File: src/design/csms_pkg.sv
`timescale 1ns / 1ps
`default_nettype none
// ----------------------------------------------------------------------------
// csms_pkg
// Shared types and constants of the current sensor median scaler.
// ----------------------------------------------------------------------------
package csms_pkg;

  localparam int SAMPLE_W     = 10;
  localparam int GAIN_W       = 16;
  localparam int CURRENT_W    = 16;
  localparam int CFG_INDEX_W  = 2;
  localparam int CFG_DATA_W   = 16;

  localparam int WINDOW_SIZE_DEF = 5;
  localparam int QUEUE_DEPTH     = 2;

  localparam logic [SAMPLE_W-1:0] OFFSET_RESET = 10'd505;
  localparam logic [GAIN_W-1:0]   GAIN_RESET   = 16'd0;

  localparam logic [CFG_INDEX_W-1:0] CFG_IDX_OFFSET = 2'd0;
  localparam logic [CFG_INDEX_W-1:0] CFG_IDX_GAIN   = 2'd1;

  // floor(s / 5) = (s * 3277) >> 14 for every 10-bit s
  localparam int                 ROUND_PROD_W = 22;
  localparam int                 ROUND_SHIFT  = 14;
  localparam logic [11:0]        ROUND_RECIP  = 12'd3277;

  // floor(m / 1000) = (m * ceil(2^40 / 1000)) >> 40 for m < 2^26
  localparam int                 MAG_W        = 26;
  localparam int                 RECIP_W      = 31;
  localparam int                 RECIP_SHIFT  = 40;
  localparam logic [RECIP_W-1:0] RECIP_K      = 31'd1099511628;

  localparam logic [CURRENT_W-1:0] CURRENT_MAX = 16'd33521;
  localparam logic [SAMPLE_W-1:0]  ROUNDED_MAX = 10'd1020;

  typedef struct packed {
    logic [SAMPLE_W-1:0] offset;
    logic [GAIN_W-1:0]   gain;
  } cfg_t;

  typedef struct packed {
    logic                push;
    logic [SAMPLE_W-1:0] value;
  } push_t;

  typedef struct packed {
    logic                valid;
    logic [SAMPLE_W-1:0] value;
  } q_status_t;

endpackage

`default_nettype wire

File: src/design/current_sensor_median_scaler.sv
`timescale 1ns / 1ps
`default_nettype none
// ----------------------------------------------------------------------------
// current_sensor_median_scaler
// Rounds converter samples to a multiple of five, keeps a running-median
// window and scales the sample and the median to centiamps.
//
//   channel   handshake                  payload
//   sample    sample_valid/sample_stall  sample
//   result    result_valid/result_stall  rounded_sample, current_centiamp,
//                                        median_centiamp
//   config    cfg_valid/cfg_ready        cfg_index, cfg_data
//
// In the back end an item takes one rank step per filled window entry,
// then two passes through the shared multiply and reciprocal unit. A
// two-entry queue lets the front accept samples while the back works.
// Reset is synchronous and clears the window fill state; window
// contents need no reset.
// ----------------------------------------------------------------------------
module current_sensor_median_scaler
  import csms_pkg::*;
#(
  parameter int WINDOW_SIZE = WINDOW_SIZE_DEF
) (
  input  wire logic                   clk,
  input  wire logic                   rst,
  input  wire logic                   sample_valid,
  output logic                        sample_stall,
  input  wire logic [SAMPLE_W-1:0]    sample,
  output logic                        result_valid,
  input  wire logic                   result_stall,
  output logic [SAMPLE_W-1:0]         rounded_sample,
  output logic [CURRENT_W-1:0]        current_centiamp,
  output logic [CURRENT_W-1:0]        median_centiamp,
  input  wire logic                   cfg_valid,
  output logic                        cfg_ready,
  input  wire logic [CFG_INDEX_W-1:0] cfg_index,
  input  wire logic [CFG_DATA_W-1:0]  cfg_data
);

  localparam int CW = $clog2(WINDOW_SIZE + 1);

  cfg_t      cfg;
  push_t     push;
  q_status_t head;
  logic      queue_full;
  logic      pop;
  logic      busy;
  logic [CW-1:0] fill_level;

  assign cfg_ready = 1'b1;

  always_ff @(posedge clk) begin
    if (rst) begin
      cfg.offset <= OFFSET_RESET;
      cfg.gain   <= GAIN_RESET;
    end else if (cfg_valid && cfg_ready) begin
      case (cfg_index)
        CFG_IDX_OFFSET: cfg.offset <= cfg_data[SAMPLE_W-1:0];
        CFG_IDX_GAIN:   cfg.gain   <= cfg_data[GAIN_W-1:0];
        default:        cfg        <= cfg;
      endcase
    end
  end

  csms_front u_front (
    .sample_valid (sample_valid),
    .sample_stall (sample_stall),
    .sample       (sample),
    .queue_full   (queue_full),
    .push         (push)
  );

  csms_queue u_queue (
    .clk  (clk),
    .rst  (rst),
    .push (push),
    .pop  (pop),
    .full (queue_full),
    .head (head)
  );

  csms_back #(
    .WINDOW_SIZE (WINDOW_SIZE)
  ) u_back (
    .clk              (clk),
    .rst              (rst),
    .head             (head),
    .pop              (pop),
    .cfg              (cfg),
    .result_valid     (result_valid),
    .result_stall     (result_stall),
    .rounded_sample   (rounded_sample),
    .current_centiamp (current_centiamp),
    .median_centiamp  (median_centiamp),
    .busy             (busy),
    .fill_level       (fill_level)
  );

  a_fill_bound: assert property (@(posedge clk) disable iff (rst)
    fill_level <= CW'(WINDOW_SIZE))
    else $error("window fill exceeds window size");

  a_result_from_item: assert property (@(posedge clk) disable iff (rst)
    $rose(result_valid) |-> $past(busy))
    else $error("result raised without an item in flight");

  a_current_range: assert property (@(posedge clk) disable iff (rst)
    result_valid |-> (current_centiamp <= CURRENT_MAX) && (median_centiamp <= CURRENT_MAX))
    else $error("current out of range");

  a_rounded_range: assert property (@(posedge clk) disable iff (rst)
    result_valid |-> (rounded_sample <= ROUNDED_MAX))
    else $error("rounded sample out of range");

endmodule

`default_nettype wire

File: src/design/csms_front.sv
`timescale 1ns / 1ps
`default_nettype none
// ----------------------------------------------------------------------------
// csms_front
// Accepts raw samples, rounds them down to a multiple of five and pushes
// them into the item queue.
// ----------------------------------------------------------------------------
module csms_front
  import csms_pkg::*;
(
  input  wire logic                sample_valid,
  output logic                     sample_stall,
  input  wire logic [SAMPLE_W-1:0] sample,
  input  wire logic                queue_full,
  output push_t                    push
);

  logic [ROUND_PROD_W-1:0] round_prod;
  logic [7:0]              quot;

  assign round_prod   = ROUND_PROD_W'(sample) * ROUND_PROD_W'(ROUND_RECIP);
  assign quot         = round_prod[ROUND_PROD_W-1:ROUND_SHIFT];
  assign sample_stall = queue_full;
  assign push.push    = sample_valid & ~queue_full;
  assign push.value   = {quot, 2'b00} + SAMPLE_W'(quot);

endmodule

`default_nettype wire

File: src/design/csms_queue.sv
`timescale 1ns / 1ps
`default_nettype none
// ----------------------------------------------------------------------------
// csms_queue
// Short FIFO of rounded samples between the front and the back.
// ----------------------------------------------------------------------------
module csms_queue
  import csms_pkg::*;
(
  input  wire logic  clk,
  input  wire logic  rst,
  input  wire push_t push,
  input  wire logic  pop,
  output logic       full,
  output q_status_t  head
);

  localparam int PW = (QUEUE_DEPTH > 1) ? $clog2(QUEUE_DEPTH) : 1;
  localparam int CW = $clog2(QUEUE_DEPTH + 1);

  logic [SAMPLE_W-1:0] entry [QUEUE_DEPTH];
  logic [PW-1:0]       wptr;
  logic [PW-1:0]       rptr;
  logic [CW-1:0]       count;
  logic                do_pop;

  assign full       = (count == CW'(QUEUE_DEPTH));
  assign head.valid = (count != '0);
  assign head.value = entry[rptr];
  assign do_pop     = pop & head.valid;

  always_ff @(posedge clk) begin
    if (push.push) begin
      entry[wptr] <= push.value;
    end
  end

  always_ff @(posedge clk) begin
    if (rst) begin
      wptr  <= '0;
      rptr  <= '0;
      count <= '0;
    end else begin
      if (push.push) begin
        wptr <= (wptr == PW'(QUEUE_DEPTH - 1)) ? '0 : wptr + 1'b1;
      end
      if (do_pop) begin
        rptr <= (rptr == PW'(QUEUE_DEPTH - 1)) ? '0 : rptr + 1'b1;
      end
      case ({push.push, do_pop})
        2'b10:   count <= count + 1'b1;
        2'b01:   count <= count - 1'b1;
        default: count <= count;
      endcase
    end
  end

endmodule

`default_nettype wire

File: src/design/csms_back.sv
`timescale 1ns / 1ps
`default_nettype none
// ----------------------------------------------------------------------------
// csms_back
// Running-median window with rank counting over cycles, shared scaling
// unit (multiply, reciprocal divide by 1000) and output register.
// ----------------------------------------------------------------------------
module csms_back
  import csms_pkg::*;
#(
  parameter int WINDOW_SIZE = WINDOW_SIZE_DEF
) (
  input  wire logic                 clk,
  input  wire logic                 rst,
  input  wire q_status_t            head,
  output logic                      pop,
  input  wire cfg_t                 cfg,
  output logic                      result_valid,
  input  wire logic                 result_stall,
  output logic [SAMPLE_W-1:0]       rounded_sample,
  output logic [CURRENT_W-1:0]      current_centiamp,
  output logic [CURRENT_W-1:0]      median_centiamp,
  output logic                      busy,
  output logic [$clog2(WINDOW_SIZE+1)-1:0] fill_level
);

  localparam int IW = (WINDOW_SIZE > 1) ? $clog2(WINDOW_SIZE) : 1;
  localparam int CW = $clog2(WINDOW_SIZE + 1);
  localparam int PRODW = MAG_W + RECIP_W;

  localparam logic [2:0] ST_IDLE  = 3'd0;
  localparam logic [2:0] ST_RANK  = 3'd1;
  localparam logic [2:0] ST_PICK  = 3'd2;
  localparam logic [2:0] ST_MUL   = 3'd3;
  localparam logic [2:0] ST_RECIP = 3'd4;
  localparam logic [2:0] ST_OUT   = 3'd5;

  logic [2:0]           state;
  logic [SAMPLE_W-1:0]  window [WINDOW_SIZE];
  logic [CW-1:0]        rank   [WINDOW_SIZE];
  logic [CW-1:0]        fill;
  logic [IW-1:0]        slot;
  logic [IW-1:0]        scan;
  logic [SAMPLE_W-1:0]  cur_sample;
  logic [SAMPLE_W-1:0]  median;
  logic                 phase;
  logic [MAG_W-1:0]     mag;
  logic [CURRENT_W-1:0] cur_amp;
  logic [CURRENT_W-1:0] med_amp;

  logic [SAMPLE_W-1:0]        bcast;
  logic                       last_scan;
  logic [CW-1:0]              lo_rank;
  logic [CW-1:0]              hi_rank;
  logic [SAMPLE_W-1:0]        lo_val;
  logic [SAMPLE_W-1:0]        hi_val;
  logic [SAMPLE_W-1:0]        operand;
  logic signed [SAMPLE_W:0]   diff;
  logic signed [SAMPLE_W+GAIN_W:0] prod_s;
  logic [MAG_W-1:0]           mag_next;
  logic [PRODW-1:0]           recip_prod;
  logic [CURRENT_W-1:0]       quot;
  logic                       out_free;

  assign busy       = (state != ST_IDLE);
  assign fill_level = fill;
  assign pop        = (state == ST_IDLE) & head.valid;
  assign bcast      = window[scan];
  assign last_scan  = (CW'(scan) == fill - 1'b1);
  assign lo_rank    = (fill - 1'b1) >> 1;
  assign hi_rank    = fill >> 1;
  assign out_free   = ~result_valid | ~result_stall;

  always_comb begin
    lo_val = '0;
    hi_val = '0;
    for (int i = 0; i < WINDOW_SIZE; i++) begin
      if (CW'(i) < fill) begin
        if (rank[i] == lo_rank) begin
          lo_val = lo_val | window[i];
        end
        if (rank[i] == hi_rank) begin
          hi_val = hi_val | window[i];
        end
      end
    end
  end

  assign operand    = phase ? median : cur_sample;
  assign diff       = $signed({1'b0, operand}) - $signed({1'b0, cfg.offset});
  assign prod_s     = diff * $signed(cfg.gain);
  assign mag_next   = prod_s[SAMPLE_W+GAIN_W] ? MAG_W'(-prod_s) : MAG_W'(prod_s);
  assign recip_prod = PRODW'(mag) * PRODW'(RECIP_K);
  assign quot       = recip_prod[RECIP_SHIFT+CURRENT_W-1:RECIP_SHIFT];

  always_ff @(posedge clk) begin
    if (pop) begin
      window[slot] <= head.value;
      cur_sample   <= head.value;
    end
    for (int i = 0; i < WINDOW_SIZE; i++) begin
      if (pop) begin
        rank[i] <= '0;
      end else if (state == ST_RANK) begin
        if ((bcast < window[i]) || ((bcast == window[i]) && (scan < IW'(i)))) begin
          rank[i] <= rank[i] + 1'b1;
        end
      end
    end
    if (state == ST_PICK) begin
      median <= SAMPLE_W'(({1'b0, lo_val} + {1'b0, hi_val}) >> 1);
    end
    if (state == ST_MUL) begin
      mag <= mag_next;
    end
    if (state == ST_RECIP) begin
      if (phase) begin
        med_amp <= quot;
      end else begin
        cur_amp <= quot;
      end
    end
    if ((state == ST_OUT) && out_free) begin
      rounded_sample   <= cur_sample;
      current_centiamp <= cur_amp;
      median_centiamp  <= med_amp;
    end
  end

  always_ff @(posedge clk) begin
    if (rst) begin
      state        <= ST_IDLE;
      fill         <= '0;
      slot         <= '0;
      scan         <= '0;
      phase        <= 1'b0;
      result_valid <= 1'b0;
    end else begin
      if ((state == ST_OUT) && out_free) begin
        result_valid <= 1'b1;
      end else if (!result_stall) begin
        result_valid <= 1'b0;
      end
      case (state)
        ST_IDLE: begin
          if (head.valid) begin
            slot  <= (slot == IW'(WINDOW_SIZE - 1)) ? '0 : slot + 1'b1;
            fill  <= (fill == CW'(WINDOW_SIZE)) ? fill : fill + 1'b1;
            scan  <= '0;
            state <= ST_RANK;
          end
        end
        ST_RANK: begin
          scan <= scan + 1'b1;
          if (last_scan) begin
            state <= ST_PICK;
          end
        end
        ST_PICK: begin
          phase <= 1'b0;
          state <= ST_MUL;
        end
        ST_MUL: begin
          state <= ST_RECIP;
        end
        ST_RECIP: begin
          if (phase) begin
            state <= ST_OUT;
          end else begin
            phase <= 1'b1;
            state <= ST_MUL;
          end
        end
        ST_OUT: begin
          if (out_free) begin
            state <= ST_IDLE;
          end
        end
        default: begin
          state <= ST_IDLE;
        end
      endcase
    end
  end

endmodule

`default_nettype wire
File: config.mk
export PLATFORM = sky130hd
export DESIGN_NAME = current_sensor_median_scaler
export DESIGN_NICKNAME = d
export VERILOG_FILES = /design/src/design/csms_pkg.sv /design/src/design/current_sensor_median_scaler.sv /design/src/design/csms_front.sv /design/src/design/csms_queue.sv /design/src/design/csms_back.sv
export SDC_FILE = /design/constraint.sdc
export NUM_CORES = 2
export LEC_CHECK = 0
export BUFFER_PORTS_ARGS = -buffer_cell sky130_fd_sc_hd__buf_2
export CAP_MARGIN = 10
export CORE_ASPECT_RATIO = 0.5
export CORE_MARGIN = 10
export CORE_UTILIZATION = 64
export CTS_BUF_LIST = sky130_fd_sc_hd__clkbuf_16
export DETAILED_ROUTE_END_ITERATION = 16
export PLACE_DENSITY = 0.81
export SYNTH_ARGS = -nofsm -noshare
export SYNTH_HDL_FRONTEND = slang
export SYNTH_SLANG_ARGS = --single-unit
File: constraint.sdc
create_clock -name clk -period 9.8 [get_ports clk]
set_input_delay 0.98 -clock clk [delete_from_list [all_inputs] [get_ports clk]]
set_output_delay 0.98 -clock clk [all_outputs]
set_load 0.02 [all_outputs]
==> results.json <==
{
  "worstPathArrival_ps": 9490,
  "overflow": 0,
  "reg2regPathDepth": 32,
  "cts_max_level": 1,
  "syn_nets": 3913,
  "reg2reg_slack_ps": 600,
  "post-cts-setup-buffer-count": 0,
  "max-slew-margin-rel_pct": 21.6,
  "avgSynthCellArea_um2": 10.7,
  "viasPerCell": 5.70,
  "grt_usage_pct": 24.9,
  "die_w_um": 336,
  "layout_commonest_cell": "inv_1",
  "drtIter0Drc": 1550,
  "dieArea_mm2": 0.0599,
  "start_kind": "flop",
  "hold_buffers": 0,
  "clk_latency_ps": 580,
  "port_buffers": 76,
  "reg2reg_from": "u_back.phase",
  "gp_congestion": 0.990,
  "cp_common_cell": "fa_1",
  "drive_above_1_share_pct": 7.28,
  "setup_tns_ps": 0,
  "postSynth.asyncResetShare_pct": 0,
  "dr.pass1.iters": 6,
  "cp-end-kind": "flop",
  "rows": 57,
  "r2r_end": "u_back.mag[3]",
  "crit_type": "reg -> reg",
  "syn_inst": 2985,
  "period_share_pct": 93.8,
  "clkTransAtPathRegs_ps": 70,
  "io_pins": 78,
  "synth-edff-count": 235,
  "worstHoldStart": "u_back.cur_amp[13]",
  "synth_area_mm2": 0.0320,
  "rsz0062_at_grt": "no",
  "core_area_mm2": 0.0490,
  "synth_largest_area_cell": "fa_1",
  "cp_max_fo": 26,
  "grt_pass1_vias": 22900,
  "holdPathEnd": "u_back.current_centiamp[13]",
  "yosysWarningCount": 0,
  "fin_crit_ps": 9200,
  "antenna_found_initial": 1,
  "worstMarginPinSlew_ps": 1170,
  "ys.flop_type": "edfxtp_1",
  "final_cell_mix": "717 x inv_1, 476 x ha_1, 419 x fa_1, 235 x edfxtp_1, 195 x nand2_1",
  "cts_buffers": 26,
  "cts-root-buf": "clkbuf_16",
  "ys_seq_area_share_pct": 25.0,
  "fin_worst_skew_ps": 37.4,
  "drc": 0,
  "clk_path_buf_depth": 3,
  "n_antenna_cell": 0,
  "synth_top_area_share_pct": 26.2,
  "ys_ff_latch": 283,
  "status": "complete, no violations",
  "setup_viol_count_final": 0,
  "grt_pass1_wl_um": 119000,
  "dp_hpwl_um": 59700,
  "drtAntennaViolNets": 0,
  "syn_to_final_growth_pct": 6.55,
  "drt-total-wl_um": 72800,
  "die-height_um": 178,
  "slew_viol_final": 0,
  "cts.repair.resized": 0,
  "initial_core_util_pct": 65.3,
  "num_vias": 21200,
  "timing.fmax_mhz": 109,
  "synthTopCellsByArea": "fa_1 26%, edfxtp_1 22%, ha_1 19%, inv_1 8.3%, dfxtp_1 3.0%",
  "hold_class": "reg -> reg",
  "ys_types": 82,
  "slowest_stage": "xnor2_4",
  "fin_hold_ws_ps": 419,
  "cts_tree": "built",
  "hold_depth": 0,
  "finalHoldViolCount": 0,
  "critPathMaxStageDelay_ps": 570,
  "nets": 3986,
  "post_drt_wl_per_cell_um": 19.5,
  "max-cap-violations": 0,
  "clkSinkCount": 283,
  "required_ps": 10090,
  "grt_max_degree": 39
}
==> how the worst max path moves through the flow <==
stage,start,end,slack (ps),depth (start not counted)
after floorplan,u_back.phase,u_back.mag[24],1140,30
after global placement,u_back.phase,u_back.mag[3],790,32
after detailed placement,u_back.phase,u_back.mag[16],480,32
after CTS,u_back.phase,u_back.mag[16],380,32
after global routing,u_back.phase,u_back.mag[16],30,32
final,u_back.phase,u_back.mag[3],600,32
==> flip-flops by register name, summed over array words and instances (netlist names), 10 cells and up, named ones only <==
| signal | count |
|---|---|
| u_back.current_centiamp | 16 |
| u_back.cur_sample | 10 |
| u_back.median_centiamp | 16 |
| u_back.med_amp | 16 |
| u_queue.entry | 20 |
| u_back.rank | 15 |
| u_back.cur_amp | 16 |
| u_back.mag | 26 |
| cfg | 26 |
| u_back.window | 80 |
| u_back.rounded_sample | 10 |
| u_back.median | 10 |
==> cell families (layout without fill, tap and decap cells) <==
family                   count (synthesis)  count (layout)  share of synthesized area (%)
adder cells (fa/ha/maj)                895             895                           44.8
buffers and inverters                  769             862                           9.08
AND/OR/NAND/NOR                        553             553                           8.56
AO/OA/AOI/OAI                          317             317                           6.74
flip-flops                             283             283                           25.0
XOR/XNOR                               116             116                           3.29
multiplexers                            51              51                           2.48
other                                    1               1                         0.0117
==> synth_stat cells (25+ instances only) <==
library cell  count
xor2_1           30
a21oi_1          95
dfxtp_1          48
nor3_1           25
edfxtp_1        235
and2_1           76
nand2_1         195
ha_1            476
mux2_2           26
xnor2_1          83
nor2b_1          31
clkbuf_1         45
nand3_1          34
a21o_1           27
nor2_1           96
fa_1            419
o21ai_0          55
inv_1           710
==> metal layers <==
layer	track usage, %	up-vias	part of all wire, %	routed length [µm]
li1	-	9856	-	-
met1	30.3	10500	40	29300
met2	44.6	653	50	36100
met3	4.43	177	6.3	4590
met4	8.69	2	3.9	2830
met5	0	-	0.018	13
==> area by class of cell <==
class / instances / area [µm²]
clock buffers: 26 / 651
clock inverters: 22 / 238
fillers: 3482 / 14900
inverters: 711 / 2670
multi-input cells: 1933 / 21100
flip-flops and latches: 283 / 8020
well taps: 649 / 812
repair buffers: 103 / 583
==> worst max-delay path: cells and delay by family (launching register included) <==
kind	cells	cell delay (ps)
buffers and inverters	4	210
adders and majority gates	8	3630
and+or+nand+nor	4	850
muxes	1	220
DFF	1	410
xor gates and xnor gates	3	1290
AOI/OAI and AO/OA	12	2300
==> per-stage QoR <==
stage | util (%) | instance area [µm²] | setup slack [ps] | std cells
after floorplan | - | 32000 | 1140 | 2985
after global placement | 67.8 | 33200 | 789 | 3679
after detailed placement | 67.8 | 33200 | 475 | 3679
after CTS | 69.6 | 34100 | 379 | 3727
after global routing | 69.6 | 34100 | 28.5 | 3727
final | 69.6 | 34100 | 603 | 3727
Power is not shown: default switching activity piles up to over one toggle a cycle in this logic, so the estimate is an artifact.
